`src/design/twkb_pkg.sv`:
```
// Package for the TWKB stream decoder: phase codes, field widths, result kinds.
// No dependencies.
package twkb_pkg;

    localparam int CountWidth     = 32;
    localparam int VarintMaxBytes = 10;
    localparam int ShiftLimit     = VarintMaxBytes * 7;

    typedef enum logic [3:0] {
        PH_HEAD    = 4'd0,
        PH_META    = 4'd1,
        PH_EXT     = 4'd2,
        PH_SIZE    = 4'd3,
        PH_BBOX    = 4'd4,
        PH_NPARTS  = 4'd5,
        PH_IDLIST  = 4'd6,
        PH_NRINGS  = 4'd7,
        PH_NPOINTS = 4'd8,
        PH_COORD   = 4'd9,
        PH_DONE    = 4'd10
    } phase_t;

    localparam logic [1:0] KIND_POINT = 2'd0;
    localparam logic [1:0] KIND_END   = 2'd1;
    localparam logic [1:0] KIND_ERROR = 2'd2;

    localparam logic [1:0] ST_OK        = 2'd0;
    localparam logic [1:0] ST_EMPTY     = 2'd1;
    localparam logic [1:0] ST_TRUNCATED = 2'd2;
    localparam logic [1:0] ST_UNSUPP    = 2'd3;

    typedef struct packed {
        logic [1:0]        kind;
        logic signed [63:0] x_coord;
        logic signed [63:0] y_coord;
        logic signed [3:0] precision_xy;
        logic [3:0]        geom_type;
        logic              ring_end;
        logic              part_end;
        logic              geom_end;
        logic [1:0]        status;
    } result_t;

endpackage

```
`src/design/twkb_parser.sv`:
```
// Byte parser of the TWKB stream decoder: phase register, varint and accumulators.
// Depends on twkb_pkg.
module twkb_parser (
    input  logic                    aclk,
    input  logic                    aresetn,
    input  logic                    in_valid,
    input  logic [7:0]              data_byte,
    input  logic                    first_byte,
    input  logic                    last_byte,
    output logic                    res_valid,
    output twkb_pkg::result_t       res
);

    localparam int CW = twkb_pkg::CountWidth;

    twkb_pkg::phase_t phase_reg, phase_next;
    logic [63:0]   vacc_reg, vacc_next;
    logic [6:0]    vsh_reg, vsh_next;
    logic [63:0]   ax_reg, ax_next, ay_reg, ay_next, az_reg, az_next, am_reg, am_next;
    logic [7:0]    flags_reg, flags_next;
    logic [7:0]    tp_reg, tp_next;
    logic [CW-1:0] parts_reg, parts_next, rings_reg, rings_next;
    logic [CW-1:0] points_reg, points_next, skip_reg, skip_next;
    logic [1:0]    fip_reg, fip_next;

    // Scratch for the combinational step
    logic [63:0]   v, d, vacc_or;
    logic [CW-1:0] c, pdec, rdec, sdec;
    logic [3:0]    gt, p;
    logic          vdone, emit, ptdone, hz, hm;
    logic          fr, fp, fg;
    logic [1:0]    kind, status;
    logic [63:0]   ox, oy;

    always_comb begin
        phase_next  = phase_reg;
        vacc_next   = vacc_reg;
        vsh_next    = vsh_reg;
        ax_next     = ax_reg;
        ay_next     = ay_reg;
        az_next     = az_reg;
        am_next     = am_reg;
        flags_next  = flags_reg;
        tp_next     = tp_reg;
        parts_next  = parts_reg;
        rings_next  = rings_reg;
        points_next = points_reg;
        skip_next   = skip_reg;
        fip_next    = fip_reg;
        emit = 1'b0; kind = twkb_pkg::KIND_POINT; status = twkb_pkg::ST_OK;
        fr = 1'b0; fp = 1'b0; fg = 1'b0; ox = '0; oy = '0; ptdone = 1'b0;
        gt = tp_reg[3:0];
        hz = flags_reg[5];
        hm = flags_reg[6];

        // Feed varint byte
        vacc_or = vacc_reg;
        if (vsh_reg < 7'd64 && 32'(vsh_reg) < twkb_pkg::ShiftLimit)
            vacc_or = vacc_reg | ({57'd0, data_byte[6:0]} << vsh_reg[5:0]);
        vdone = ~data_byte[7];
        v = vacc_or;
        c = v[CW-1:0];
        d = (v >> 1) ^ (64'd0 - {63'd0, v[0]});
        pdec = points_reg - 1'b1;
        rdec = rings_reg - 1'b1;
        sdec = skip_reg - 1'b1;

        if (first_byte || phase_reg == twkb_pkg::PH_HEAD) begin
            vacc_next = '0; vsh_next = '0;
            ax_next = '0; ay_next = '0; az_next = '0; am_next = '0;
            flags_next = '0; parts_next = '0; rings_next = '0;
            points_next = '0; skip_next = '0; fip_next = '0;
            tp_next = data_byte;
            phase_next = twkb_pkg::PH_META;
            gt = data_byte[3:0];
        end else if (phase_reg == twkb_pkg::PH_META || phase_reg == twkb_pkg::PH_EXT) begin
            if (phase_reg == twkb_pkg::PH_META)
                flags_next = {3'd0, data_byte[4:0]};
            else
                flags_next = flags_reg | {1'b0, data_byte[1], data_byte[0], 5'd0};
            if (phase_reg == twkb_pkg::PH_META && data_byte[3]) begin
                phase_next = twkb_pkg::PH_EXT;
            end else if (flags_next[4]) begin
                emit = 1'b1; kind = twkb_pkg::KIND_ERROR; fg = 1'b1;
                status = twkb_pkg::ST_EMPTY; phase_next = twkb_pkg::PH_DONE;
            end else if (gt == 4'd0 || gt > 4'd6) begin
                emit = 1'b1; kind = twkb_pkg::KIND_ERROR; fg = 1'b1;
                status = twkb_pkg::ST_UNSUPP; phase_next = twkb_pkg::PH_DONE;
            end else if (flags_next[1]) begin
                phase_next = twkb_pkg::PH_SIZE;
            end else if (flags_next[0]) begin
                skip_next = CW'(4 + 2 * int'(flags_next[5]) + 2 * int'(flags_next[6]));
                phase_next = twkb_pkg::PH_BBOX;
            end else begin
                case (gt)
                    4'd1: begin points_next = CW'(1); fip_next = '0;
                        phase_next = twkb_pkg::PH_COORD; end
                    4'd2: phase_next = twkb_pkg::PH_NPOINTS;
                    4'd3: phase_next = twkb_pkg::PH_NRINGS;
                    default: phase_next = twkb_pkg::PH_NPARTS;
                endcase
            end
        end else if (phase_reg != twkb_pkg::PH_DONE) begin
            vacc_next = vacc_or;
            if (32'(vsh_reg) < twkb_pkg::ShiftLimit) vsh_next = vsh_reg + 7'd7;
            if (vdone) begin
                vacc_next = '0; vsh_next = '0;
                case (phase_reg)
                    twkb_pkg::PH_SIZE: begin
                        if (flags_reg[0]) begin
                            skip_next = CW'(4 + 2 * int'(hz) + 2 * int'(hm));
                            phase_next = twkb_pkg::PH_BBOX;
                        end else begin
                            case (gt)
                                4'd1: begin points_next = CW'(1); fip_next = '0;
                                    phase_next = twkb_pkg::PH_COORD; end
                                4'd2: phase_next = twkb_pkg::PH_NPOINTS;
                                4'd3: phase_next = twkb_pkg::PH_NRINGS;
                                default: phase_next = twkb_pkg::PH_NPARTS;
                            endcase
                        end
                    end
                    twkb_pkg::PH_BBOX: begin
                        skip_next = sdec;
                        if (sdec == '0) begin
                            case (gt)
                                4'd1: begin points_next = CW'(1); fip_next = '0;
                                    phase_next = twkb_pkg::PH_COORD; end
                                4'd2: phase_next = twkb_pkg::PH_NPOINTS;
                                4'd3: phase_next = twkb_pkg::PH_NRINGS;
                                default: phase_next = twkb_pkg::PH_NPARTS;
                            endcase
                        end
                    end
                    twkb_pkg::PH_NPARTS: begin
                        parts_next = c;
                        if (c == '0) begin
                            emit = 1'b1; kind = twkb_pkg::KIND_END; fg = 1'b1;
                            phase_next = twkb_pkg::PH_DONE;
                        end else if (flags_reg[2]) begin
                            skip_next = c; phase_next = twkb_pkg::PH_IDLIST;
                        end else if (gt == 4'd4) begin
                            points_next = CW'(1); fip_next = '0;
                            phase_next = twkb_pkg::PH_COORD;
                        end else if (gt == 4'd5) phase_next = twkb_pkg::PH_NPOINTS;
                        else phase_next = twkb_pkg::PH_NRINGS;
                    end
                    twkb_pkg::PH_IDLIST: begin
                        skip_next = sdec;
                        if (sdec == '0) begin
                            if (gt == 4'd4) begin
                                points_next = CW'(1); fip_next = '0;
                                phase_next = twkb_pkg::PH_COORD;
                            end else if (gt == 4'd5) phase_next = twkb_pkg::PH_NPOINTS;
                            else phase_next = twkb_pkg::PH_NRINGS;
                        end
                    end
                    twkb_pkg::PH_NRINGS: begin
                        rings_next = c;
                        if (c == '0) begin
                            emit = 1'b1; kind = twkb_pkg::KIND_END;
                            if (gt == 4'd3) begin
                                fg = 1'b1; phase_next = twkb_pkg::PH_DONE;
                            end else begin
                                parts_next = parts_reg - 1'b1; fp = 1'b1;
                                if (parts_next == '0) begin
                                    fg = 1'b1; phase_next = twkb_pkg::PH_DONE;
                                end else phase_next = twkb_pkg::PH_NRINGS;
                            end
                        end else phase_next = twkb_pkg::PH_NPOINTS;
                    end
                    twkb_pkg::PH_NPOINTS: begin
                        if (c == '0) begin
                            emit = 1'b1; kind = twkb_pkg::KIND_END; ptdone = 1'b1;
                        end else begin
                            points_next = c; fip_next = '0;
                            phase_next = twkb_pkg::PH_COORD;
                        end
                    end
                    default: begin
                        case (fip_reg)
                            2'd0: begin ax_next = ax_reg + d; fip_next = 2'd1; end
                            2'd1: begin
                                ay_next = ay_reg + d;
                                if (hz) fip_next = 2'd2;
                                else if (hm) fip_next = 2'd3;
                                else ptdone = 1'b1;
                            end
                            2'd2: begin
                                az_next = az_reg + d;
                                if (hm) fip_next = 2'd3; else ptdone = 1'b1;
                            end
                            default: begin am_next = am_reg + d; ptdone = 1'b1; end
                        endcase
                        if (ptdone) begin
                            fip_next = '0; points_next = pdec;
                            emit = 1'b1; kind = twkb_pkg::KIND_POINT;
                            ox = ax_next; oy = ay_next;
                            if (pdec != '0) ptdone = 1'b0;
                        end
                    end
                endcase
                // Close the point list: walk the ring/part/geometry ends
                if (ptdone) begin
                    case (gt)
                        4'd1: begin fg = 1'b1; phase_next = twkb_pkg::PH_DONE; end
                        4'd2: begin fr = 1'b1; fg = 1'b1; phase_next = twkb_pkg::PH_DONE; end
                        4'd4, 4'd5: begin
                            fr = (gt == 4'd5); fp = 1'b1;
                            parts_next = parts_reg - 1'b1;
                            if (parts_next == '0) begin
                                fg = 1'b1; phase_next = twkb_pkg::PH_DONE;
                            end else if (gt == 4'd4) begin
                                points_next = CW'(1); fip_next = '0;
                                phase_next = twkb_pkg::PH_COORD;
                            end else phase_next = twkb_pkg::PH_NPOINTS;
                        end
                        default: begin
                            fr = 1'b1; rings_next = rdec;
                            if (rdec != '0) phase_next = twkb_pkg::PH_NPOINTS;
                            else if (gt == 4'd3) begin
                                fg = 1'b1; phase_next = twkb_pkg::PH_DONE;
                            end else begin
                                fp = 1'b1; parts_next = parts_reg - 1'b1;
                                if (parts_next == '0) begin
                                    fg = 1'b1; phase_next = twkb_pkg::PH_DONE;
                                end else phase_next = twkb_pkg::PH_NRINGS;
                            end
                        end
                    endcase
                end
            end
        end

        // Truncation overrides any record of this byte
        if (last_byte && phase_next != twkb_pkg::PH_DONE) begin
            emit = 1'b1; kind = twkb_pkg::KIND_ERROR; status = twkb_pkg::ST_TRUNCATED;
            fr = 1'b0; fp = 1'b0; fg = 1'b1; ox = '0; oy = '0;
            phase_next = twkb_pkg::PH_DONE; vacc_next = '0; vsh_next = '0;
        end

        p = tp_next[7:4];
        res.kind         = kind;
        res.x_coord      = ox;
        res.y_coord      = oy;
        res.precision_xy = p[0] ? (4'd0 - {1'b0, p[3:1]} - 4'd1) : {1'b0, p[3:1]};
        res.geom_type    = tp_next[3:0];
        res.ring_end     = fr;
        res.part_end     = fp;
        res.geom_end     = fg;
        res.status       = status;
        res_valid        = in_valid & emit;
    end

    // Advance the parser state on each accepted request
    always_ff @(posedge aclk) begin
        if (!aresetn) begin
            phase_reg <= twkb_pkg::PH_HEAD;
            vacc_reg <= '0; vsh_reg <= '0;
            ax_reg <= '0; ay_reg <= '0; az_reg <= '0; am_reg <= '0;
            flags_reg <= '0; tp_reg <= '0;
            parts_reg <= '0; rings_reg <= '0; points_reg <= '0; skip_reg <= '0;
            fip_reg <= '0;
        end else if (in_valid) begin
            phase_reg <= phase_next;
            vacc_reg <= vacc_next; vsh_reg <= vsh_next;
            ax_reg <= ax_next; ay_reg <= ay_next; az_reg <= az_next; am_reg <= am_next;
            flags_reg <= flags_next; tp_reg <= tp_next;
            parts_reg <= parts_next; rings_reg <= rings_next;
            points_reg <= points_next; skip_reg <= skip_next;
            fip_reg <= fip_next;
        end
    end

endmodule

```
`src/design/twkb_out_reg.sv`:
```
// Result register with skid stage for the TWKB stream decoder.
// Depends on twkb_pkg.
module twkb_out_reg (
    input  logic              aclk,
    input  logic              aresetn,
    input  logic              in_valid,
    input  twkb_pkg::result_t in_data,
    output logic              in_ready,
    output logic              out_valid,
    output twkb_pkg::result_t out_data,
    input  logic              out_ready
);

    logic              main_v_reg, skid_v_reg;
    twkb_pkg::result_t main_reg, skid_reg;

    assign in_ready  = ~skid_v_reg;
    assign out_valid = main_v_reg;
    assign out_data  = main_reg;

    // Hold results; spill to the skid slot when the sink stalls
    always_ff @(posedge aclk) begin
        if (!aresetn) begin
            main_v_reg <= 1'b0;
            skid_v_reg <= 1'b0;
        end else begin
            if (!main_v_reg || out_ready) begin
                if (skid_v_reg) begin
                    main_v_reg <= 1'b1;
                    main_reg   <= skid_reg;
                    skid_v_reg <= 1'b0;
                end else begin
                    main_v_reg <= in_valid;
                    if (in_valid) main_reg <= in_data;
                end
            end else if (in_valid && !skid_v_reg) begin
                skid_v_reg <= 1'b1;
                skid_reg   <= in_data;
            end
        end
    end

endmodule

```
`src/design/twkb_geometry_stream_decoder_unit.sv`:
```
// Top level of the TWKB stream decoder: byte parser and result register.
// Depends on twkb_pkg, twkb_parser, twkb_out_reg.
//
//  channel | direction | ports
//  s_      | in        | s_valid s_ready s_data_byte s_first_byte s_last_byte
//  m_      | out       | m_valid m_ready m_kind m_x_coord ... m_status
//
// One byte per cycle while s_ready is high; each byte finishes in the parser logic in the cycle it is
// taken, and its record, if any, is registered in the result register before it appears at m_.
// Throughput is set by the single parser step and the 64-bit delta adders.
// s_ready drops only while the skid slot of the result register is full.
// aresetn is synchronous and returns the parser to awaiting a header byte.
module twkb_geometry_stream_decoder_unit (
    input  logic               aclk,
    input  logic               aresetn,
    input  logic               s_valid,
    output logic               s_ready,
    input  logic [7:0]         s_data_byte,
    input  logic               s_first_byte,
    input  logic               s_last_byte,
    output logic               m_valid,
    input  logic               m_ready,
    output logic [1:0]         m_kind,
    output logic signed [63:0] m_x_coord,
    output logic signed [63:0] m_y_coord,
    output logic signed [3:0]  m_precision_xy,
    output logic [3:0]         m_geom_type,
    output logic               m_ring_end,
    output logic               m_part_end,
    output logic               m_geom_end,
    output logic [1:0]         m_status
);

    logic              accept, res_valid;
    twkb_pkg::result_t res, out_data;

    assign accept = s_valid & s_ready;

    twkb_parser u_parser (
        .aclk(aclk), .aresetn(aresetn), .in_valid(accept),
        .data_byte(s_data_byte), .first_byte(s_first_byte), .last_byte(s_last_byte),
        .res_valid(res_valid), .res(res)
    );

    twkb_out_reg u_out (
        .aclk(aclk), .aresetn(aresetn), .in_valid(res_valid), .in_data(res),
        .in_ready(s_ready), .out_valid(m_valid), .out_data(out_data), .out_ready(m_ready)
    );

    assign m_kind         = out_data.kind;
    assign m_x_coord      = out_data.x_coord;
    assign m_y_coord      = out_data.y_coord;
    assign m_precision_xy = out_data.precision_xy;
    assign m_geom_type    = out_data.geom_type;
    assign m_ring_end     = out_data.ring_end;
    assign m_part_end     = out_data.part_end;
    assign m_geom_end     = out_data.geom_end;
    assign m_status       = out_data.status;

`ifndef SYNTHESIS
    // Error records always close the geometry
    a_err_geom: assert property (@(posedge aclk) disable iff (!aresetn)
        m_valid && m_kind == twkb_pkg::KIND_ERROR |-> m_geom_end)
        else $error("error record without geom_end");
    // Only points carry coordinates
    a_coord_zero: assert property (@(posedge aclk) disable iff (!aresetn)
        m_valid && m_kind != twkb_pkg::KIND_POINT |-> m_x_coord == 0 && m_y_coord == 0)
        else $error("coordinates on non-point record");
    // A byte with a record taken while stalled must not be dropped
    a_no_drop: assert property (@(posedge aclk) disable iff (!aresetn)
        m_valid && !m_ready |=> m_valid)
        else $error("result lost under stall");
`endif

endmodule
```
`config.mk`:
```
export PLATFORM = sky130hd
export DESIGN_NAME = twkb_geometry_stream_decoder_unit
export DESIGN_NICKNAME = d
export VERILOG_FILES = /design/src/design/twkb_pkg.sv /design/src/design/twkb_parser.sv /design/src/design/twkb_out_reg.sv /design/src/design/twkb_geometry_stream_decoder_unit.sv
export SDC_FILE = /design/constraint.sdc
export NUM_CORES = 2
export LEC_CHECK = 0
export BUFFER_PORTS_ARGS = -buffer_cell sky130_fd_sc_hd__buf_2
export CORE_UTILIZATION = 53
export CTS_BUF_LIST = sky130_fd_sc_hd__clkbuf_4 sky130_fd_sc_hd__clkbuf_8 sky130_fd_sc_hd__clkbuf_16
export DETAILED_ROUTE_END_ITERATION = 8
export PLACE_DENSITY = 0.71
export REMOVE_ABC_BUFFERS = 1
export SYNTH_ARGS = -nofsm -noshare
export SYNTH_HDL_FRONTEND = slang
export SYNTH_SLANG_ARGS = --single-unit
```
`constraint.sdc`:
```
create_clock -name aclk -period 20.2 [get_ports aclk]
set_input_delay 2.02 -clock aclk [delete_from_list [all_inputs] [get_ports aclk]]
set_output_delay 2.02 -clock aclk [all_outputs]
set_load 0.1 [all_outputs]
```
Word-level counts from Yosys, hierarchy flattened
Index checks and enable logic that the tools add are counted.
{"block": "totals", "reg_bits": 637, "output_inout_bits": 145}
{"block": "classes", "n_addsub": 14, "magnitude_cmp": 3, "eq_ne": 32, "shifts": 1, "mux": 231, "n_bitwise": 8, "n_reduce_logical": 42}
{"op": "$mux W64", "count": 32}
{"op": "$mux W32", "count": 50}
{"op": "$mux W143", "count": 2}
{"op": "$pmux W32 S6", "count": 1}
{"op": "$add A64 B64 Y64", "count": 2}
{"op": "$pmux W32 S2", "count": 2}
{"op": "$sub A32 B1 Y32 const B", "count": 4}
{"op": "$mux W4", "count": 25}
{"op": "$logic_not A32 Y1", "count": 3}
{"op": "$pmux W32 S3", "count": 1}
{"op": "$mux W2", "count": 39}
{"op": "$add A32 B3 Y32", "count": 2}
{"op": "$or A64 B64 Y64", "count": 1}
{"op": "$reduce_bool A32 Y1", "count": 2}
{"op": "$shl A7 B6 Y64", "count": 1}
{"op": "$xor A63 B64 Y64", "count": 1}
{"op": "$mux W1", "count": 55}
{"op": "$mux W8", "count": 6}
{"op": "$mux W7", "count": 6}
{"op": "$eq A4 B3 Y1 const B", "count": 6}
{"op": "$pmux W4 S6", "count": 1}
{"op": "$ne A3 B2 Y1 const B", "count": 7}
{"op": "$eq A4 B2 Y1 const B", "count": 4}
{"op": "$lt A7 B7 Y1 const B", "count": 2}
{"op": "43 further kinds", "count": 76}

Depth between registers and ports, before layout
{"block": "logic_depth", "ltp_word": 25, "ltp_mapped": 24, "mapped_depth_nobuf": 21}

Modules after synthesis
A second synthesis with hierarchy kept.
{"block": "hier_totals", "cells_unflattened": 4768, "hier_area_um2": 40640.2}
{"mod": "twkb_parser", "instances": 1, "cells_each": 4311, "area_per_inst_um2": 30175.2, "seq_area_each_um2": 6946.7}
{"mod": "twkb_out_reg", "instances": 1, "cells_each": 456, "area_per_inst_um2": 10458.8, "seq_area_each_um2": 8628.3}
{"mod": "twkb_geometry_stream_decoder_unit", "instances": 1, "cells_each": 1, "area_per_inst_um2": 6.3, "seq_area_each_um2": 0.0}

Least setup slack after synthesis
No wires, ideal clock.
{"block": "synth_timing", "kind": "input port to flip-flop", "from": "in s_data_byte[0]", "to": "reg u_out.skid_reg[0] (netlist bit), enable pin", "arrival_ns": 15.755, "required_ns": 19.380, "path_slack_ns": 3.625, "cell_stages": 19, "n_path_buf": 3, "path_cell_list": "clkbuf_1 > a31o_2 > inv_1 > buf_1 > ha_1 > nor4b_1 > nand4_1 > nor3_1 > nand4_1 > or4b_1 > or4_4 > and2_4 > nor3_2 > nor2_1 > a31oi_1 > o31ai_4 > buf_2 > and3_1 > nor3_1"}
{"block": "synth_between", "elab_chain_len": 21}
{"item": "start: declaration", "line": "twkb_geometry_stream_decoder_unit.sv:18", "text": "input logic [7:0] s_data_byte,"}
{"item": "$shl A7 B6 Y64", "line": "twkb_parser.sv:59", "text": "vacc_or = vacc_reg | ({57'd0, data_byte[6:0]} << vsh_reg[5:0]);"}
{"item": "$or A64 B64 Y64", "line": "twkb_parser.sv:59"}
{"item": "$mux W64", "line": "twkb_parser.sv:58", "text": "if (vsh_reg < 7'd64 && 32'(vsh_reg) < twkb_pkg::ShiftLimit)"}
{"item": "$logic_not A32 Y1", "line": "twkb_parser.sv:137, twkb_parser.sv:160, twkb_parser.sv:173"}
{"item": "$mux W1", "line": "twkb_parser.sv:137, twkb_parser.sv:160, twkb_parser.sv:173"}
{"item": "$pmux W1 S2", "line": "twkb_parser.sv:108", "text": "case (phase_reg)"}
{"item": "$mux W1", "line": "twkb_parser.sv:106", "text": "if (vdone) begin"}
{"item": "$mux W1", "line": "twkb_parser.sv:103", "text": "end else if (phase_reg != twkb_pkg::PH_DONE) begin"}
{"item": "[... 5 more ...]"}
{"item": "$mux W4", "line": "twkb_parser.sv:76", "text": "end else if (phase_reg == twkb_pkg::PH_META || phase_reg == twkb_pkg::PH_EXT) begin"}
{"item": "$mux W4", "line": "twkb_parser.sv:68", "text": "if (first_byte || phase_reg == twkb_pkg::PH_HEAD) begin"}
{"item": "$ne A4 B4 Y1", "line": "twkb_parser.sv:236", "text": "if (last_byte && phase_next != twkb_pkg::PH_DONE) begin"}
{"item": "$logic_and A1 B1 Y1", "line": "twkb_parser.sv:236"}
{"item": "$mux W1 *", "line": "twkb_parser.sv:236"}
{"item": "$and A1 B1 Y1 *", "line": "twkb_parser.sv:252", "text": "res_valid = in_valid & emit;"}
{"item": "$logic_and A1 B1 Y1 *", "line": "twkb_out_reg.sv:36", "text": "end else if (in_valid && !skid_v_reg) begin"}
{"item": "$reduce_and A3 Y1 (no line) *"}
{"item": "end signal: assignment", "line": "twkb_out_reg.sv:38", "text": "skid_reg <= in_data;"}
{"item": "end: declaration", "line": "twkb_out_reg.sv:15", "text": "twkb_pkg::result_t main_reg, skid_reg;"}
Every way passes the cells marked *; elsewhere a longest branch is shown, timed or not. The select of a mux whose other input is x is not followed.
A chain may end at the register's enable or synchronous reset.

Final worst setup path
{"block": "layout_timing", "from": "in s_data_byte[0]", "to": "reg u_out.skid_reg[94] (netlist bit), enable pin"}
The elaborated chain is that of the path after synthesis.

==> run metrics <==
status complete, no violations; Die Span Y 281 um; I/O pin count 159; Final TNS setup 0 ns; TritonRoute pass-1 iters 6; XOR/XNOR Fraction of Synth Area 5.51%; pwr dens 76.0 mW/mm2; nets 5056; Num Clock Sinks between 600 and 700; Worst Path Buf+Inv 5; port bufs 158; Worst R2R Path Depth 21; Placeable Area slightly below 0.08 mm2; largest family of logic cells by synthesized area compound AO/OA/AOI/OAI gates; global-route usage over all layers 32.9%; Root Buffer clkbuf_16; H-tree levels 3; Synth Area in Compound Gates 25.7%; Slew HR 10.3%; Final ANT Viol Nets 0; final clock period utilization by the worst path 44.0%; critical path class primary input to flop; adder-cell share of the synthesized area around 4.3%; max_cap viols 0; asr flop ratio synth 0%; Cell variety after synth 108; worst skew pair latency approximately 0.64 ns; number of global-route vias before repair 34980; most common cell after layout, fill and taps aside nor2_1; CP startpoint s_data_byte[0]; largest net degree at the start of global routing 168; layout overhead on the synthesized area 9.91%; CTS tree built; fin. max-slew vios 0; EDFF count, synth 286; die footprint 0.0791 mm2; Max Root-Sink Buffers 3; Synth warnings 0; syn_area_per_cell 8.37 um2; FP Rows 102; FF-to-FF setup slack between 10 and 15 ns; via count 38782; Initial Utilization 53.4%; commonest cells after routing, fill and taps aside nor2_1 (736), a21oi_1 (511), nand2_1 (452); Worst setup SP type primary input; placed cell area approximately 0.043 mm2; gp weighted congestion 1.01; Synth Area in Simple Gates 20.3%; worst slew pin tran 1.33 ns; Hold Fails Final Rpt 0; DR vias/cell roughly 6.5; post-CTS setup buffer count 0; CP endpoint u_out.skid_reg[94]$_DFFE_PP_; DP Wirelength between 90000 and 100000 um; fraction of layout cells with a size suffix above 1 12.0%; final WL 134000 um; worst r2r src u_parser.vsh_reg[1]$_SDFFE_PN0P_; Achievable Freq between 0.1 and 0.15 GHz; instance count on the critical path 22; Clock transition at path regs 0.06 ns; cts repair resizes 0; CP endpoint kind flop; crit-path cells buf_2 -> mux2i_1 -> nor3_1 -> a21oi_1 -> ha_1 -> nor4b_1 -> nand4_1 -> nor3_1 -> nand4_1 -> or4b_1 -> nor3_2 -> nand4_1 -> nand2_1 -> o221ai_1 -> a31oi_1 -> o31ai_4 -> buf_4 -> and3_1 -> nor3_2 -> buf_4 -> buf_4 -> buf_4; RSZ-0062 raised after global routing no; endpoints failing setup 0; Worst Hold Class flop to flop; WL/cell 22.3 um; fin crit period between 8 and 9 ns; Crit-path slowest cell buf_4; maximum vdd drop just under 0.07 mV; Leakage roughly 17 nW; post-synthesis mux area share between 2 and 2.5%; Yosys reg bits 635; Horiz. Die Dim 281 um; Layout Skew 0.0247 ns; initial DRC count 4726; Max FO, Critical Path 64; cell area after synthesis between 0.04 and 0.05 mm2; CP top delay family simple AND/OR/NAND/NOR gates; most used cell, CP buf_4; CTS Buf Count between 70 and 80; CP peak stage delay 0.73 ns; hold_buf cts 0; Post-Syn Instances 4934; DRC 0; design area around 0.045 mm2; total gr overflow 0; first-pass GRT wire length 205000 um; Seq/Total Area, Yosys 37.7%; Main synth FF type dfxtp_1; reg-to-reg endpoint u_out.skid_reg[94]$_DFFE_PP_; Worst EP arrival just over 9 ns; antenna violations before repair 0; Required @ worst endpoint 20.45 ns
==> cell families (layout without fill, tap and decap cells) <==
group                      Yosys count  in the layout
other                                0              1
adders and majority gates          141            141
AOI/OAI and AO/OA                 1542           1542
DFF                                635            635
xor gates and xnor gates           260            260
buffers and inverters              454            481
and+or+nand+nor                   1827           1827
muxes                               75             75
==> area by class of cell <==
class                           instances  area (um2)
Antenna cell                            1        2.50
Clock buffer                           93        2050
Clock inverter                         44         606
Fill cell                            7017       31900
Inverter                              102         390
Multi-Input combinational cell       3845       24000
Sequential cell                       635       15600
Tap cell                             1040        1300
Timing Repair Buffer                  242        1460
==> power breakdown <==
part           internal, mW  switching [mW]  leakage (nW)
Combinational         0.161           0.439          10.4
Sequential             1.36          0.0183          5.18
Clock                 0.895           0.576          1.30
==> how the worst min path moves through the flow <==
stage                     slack [ns]                                from                                  to  cells after the start
after CTS                       0.47     u_parser.tp_reg[5]$_SDFFE_PN0P_     u_parser.tp_reg[5]$_SDFFE_PN0P_                      2
after global placement          0.44  u_parser.vacc_reg[38]$_SDFFE_PN0P_  u_parser.vacc_reg[38]$_SDFFE_PN0P_                      1
after detailed placement        0.45     u_parser.tp_reg[7]$_SDFFE_PN0P_     u_parser.tp_reg[7]$_SDFFE_PN0P_                      2
final                           0.47  u_parser.vacc_reg[47]$_SDFFE_PN0P_  u_parser.vacc_reg[47]$_SDFFE_PN0P_                      1
after global routing            0.48  u_parser.vacc_reg[40]$_SDFFE_PN0P_  u_parser.vacc_reg[40]$_SDFFE_PN0P_                      1
after floorplan                 0.43  u_parser.vacc_reg[54]$_SDFFE_PN0P_  u_parser.vacc_reg[54]$_SDFFE_PN0P_                      1
==> cells in the mapped netlist, types with 13 or more instances <==
library cell  number  area [um2]
nor2_1           739        2770
a21oi_1          515        2580
nand2_1          455        1710
dfxtp_1          349        6990
edfxtp_1         286        8590
clkbuf_1         280        1050
o21ai_0          227        1140
xnor2_1          174        1520
ha_1             139        1740
nor3_1           131         656
o31ai_2          112        1400
inv_1            100         375
a21o_1            92         691
a22oi_1           91         683
nand3_1           91         455
xor2_1            86         753
nor4_1            65         407
o22ai_1           61         382
mux2i_1           53         531
nand4_1           51         319
nor2b_1           42         263
a31oi_1           41         257
o21a_1            38         285
nand2b_1          37         231
o31ai_1           37         278
and2_1            36         225
and3_1            34         213
buf_2             33         165
or3_1             31         194
a211oi_1          28         210
o32ai_1           27         236
or4_1             27         203
o211ai_1          25         188
a2111oi_0         23         201
a32o_1            23         230
or2_2             22         138
buf_1             21        78.8
o21bai_1          21         158
a2bb2oi_1         19         166
mux2_2            17         191
buf_6             15         169
o31a_1            13         114
==> metal layers <==
layer / vias to the layer above / global-route usage [%] / share of wire, %
met5: - / 0 / 0
met2: 1974 / 50.4 / 44
met4: 0 / 15.9 / 5.0
met3: 365 / 6.12 / 9.1
li1: 18053 / - / -
met1: 18390 / 44.6 / 42
==> per-stage QoR <==
| stage | std cells | setup slack (ns) | hold slack [ns] | utilization, % | power [mW] |
|---|---|---|---|---|---|
| 3_5_place_dp | 5864 | 10.82 | 0.451 | 55.3 | 1.99 |
| 4_1_cts | 6001 | 11.46 | 0.466 | 58.7 | 3.46 |
| 2_1_floorplan | 4582 | 1.14 | 0.433 | - | 1.83 |
| 6_report | 6002 | 11.31 | 0.466 | 58.7 | 3.45 |
| 5_1_grt | 6001 | 10.92 | 0.480 | 58.7 | 3.56 |
| 3_3_place_gp | 5864 | 11.01 | 0.445 | 55.3 | 1.99 |
No activity file was read; power rests on OpenSTA's default activity.
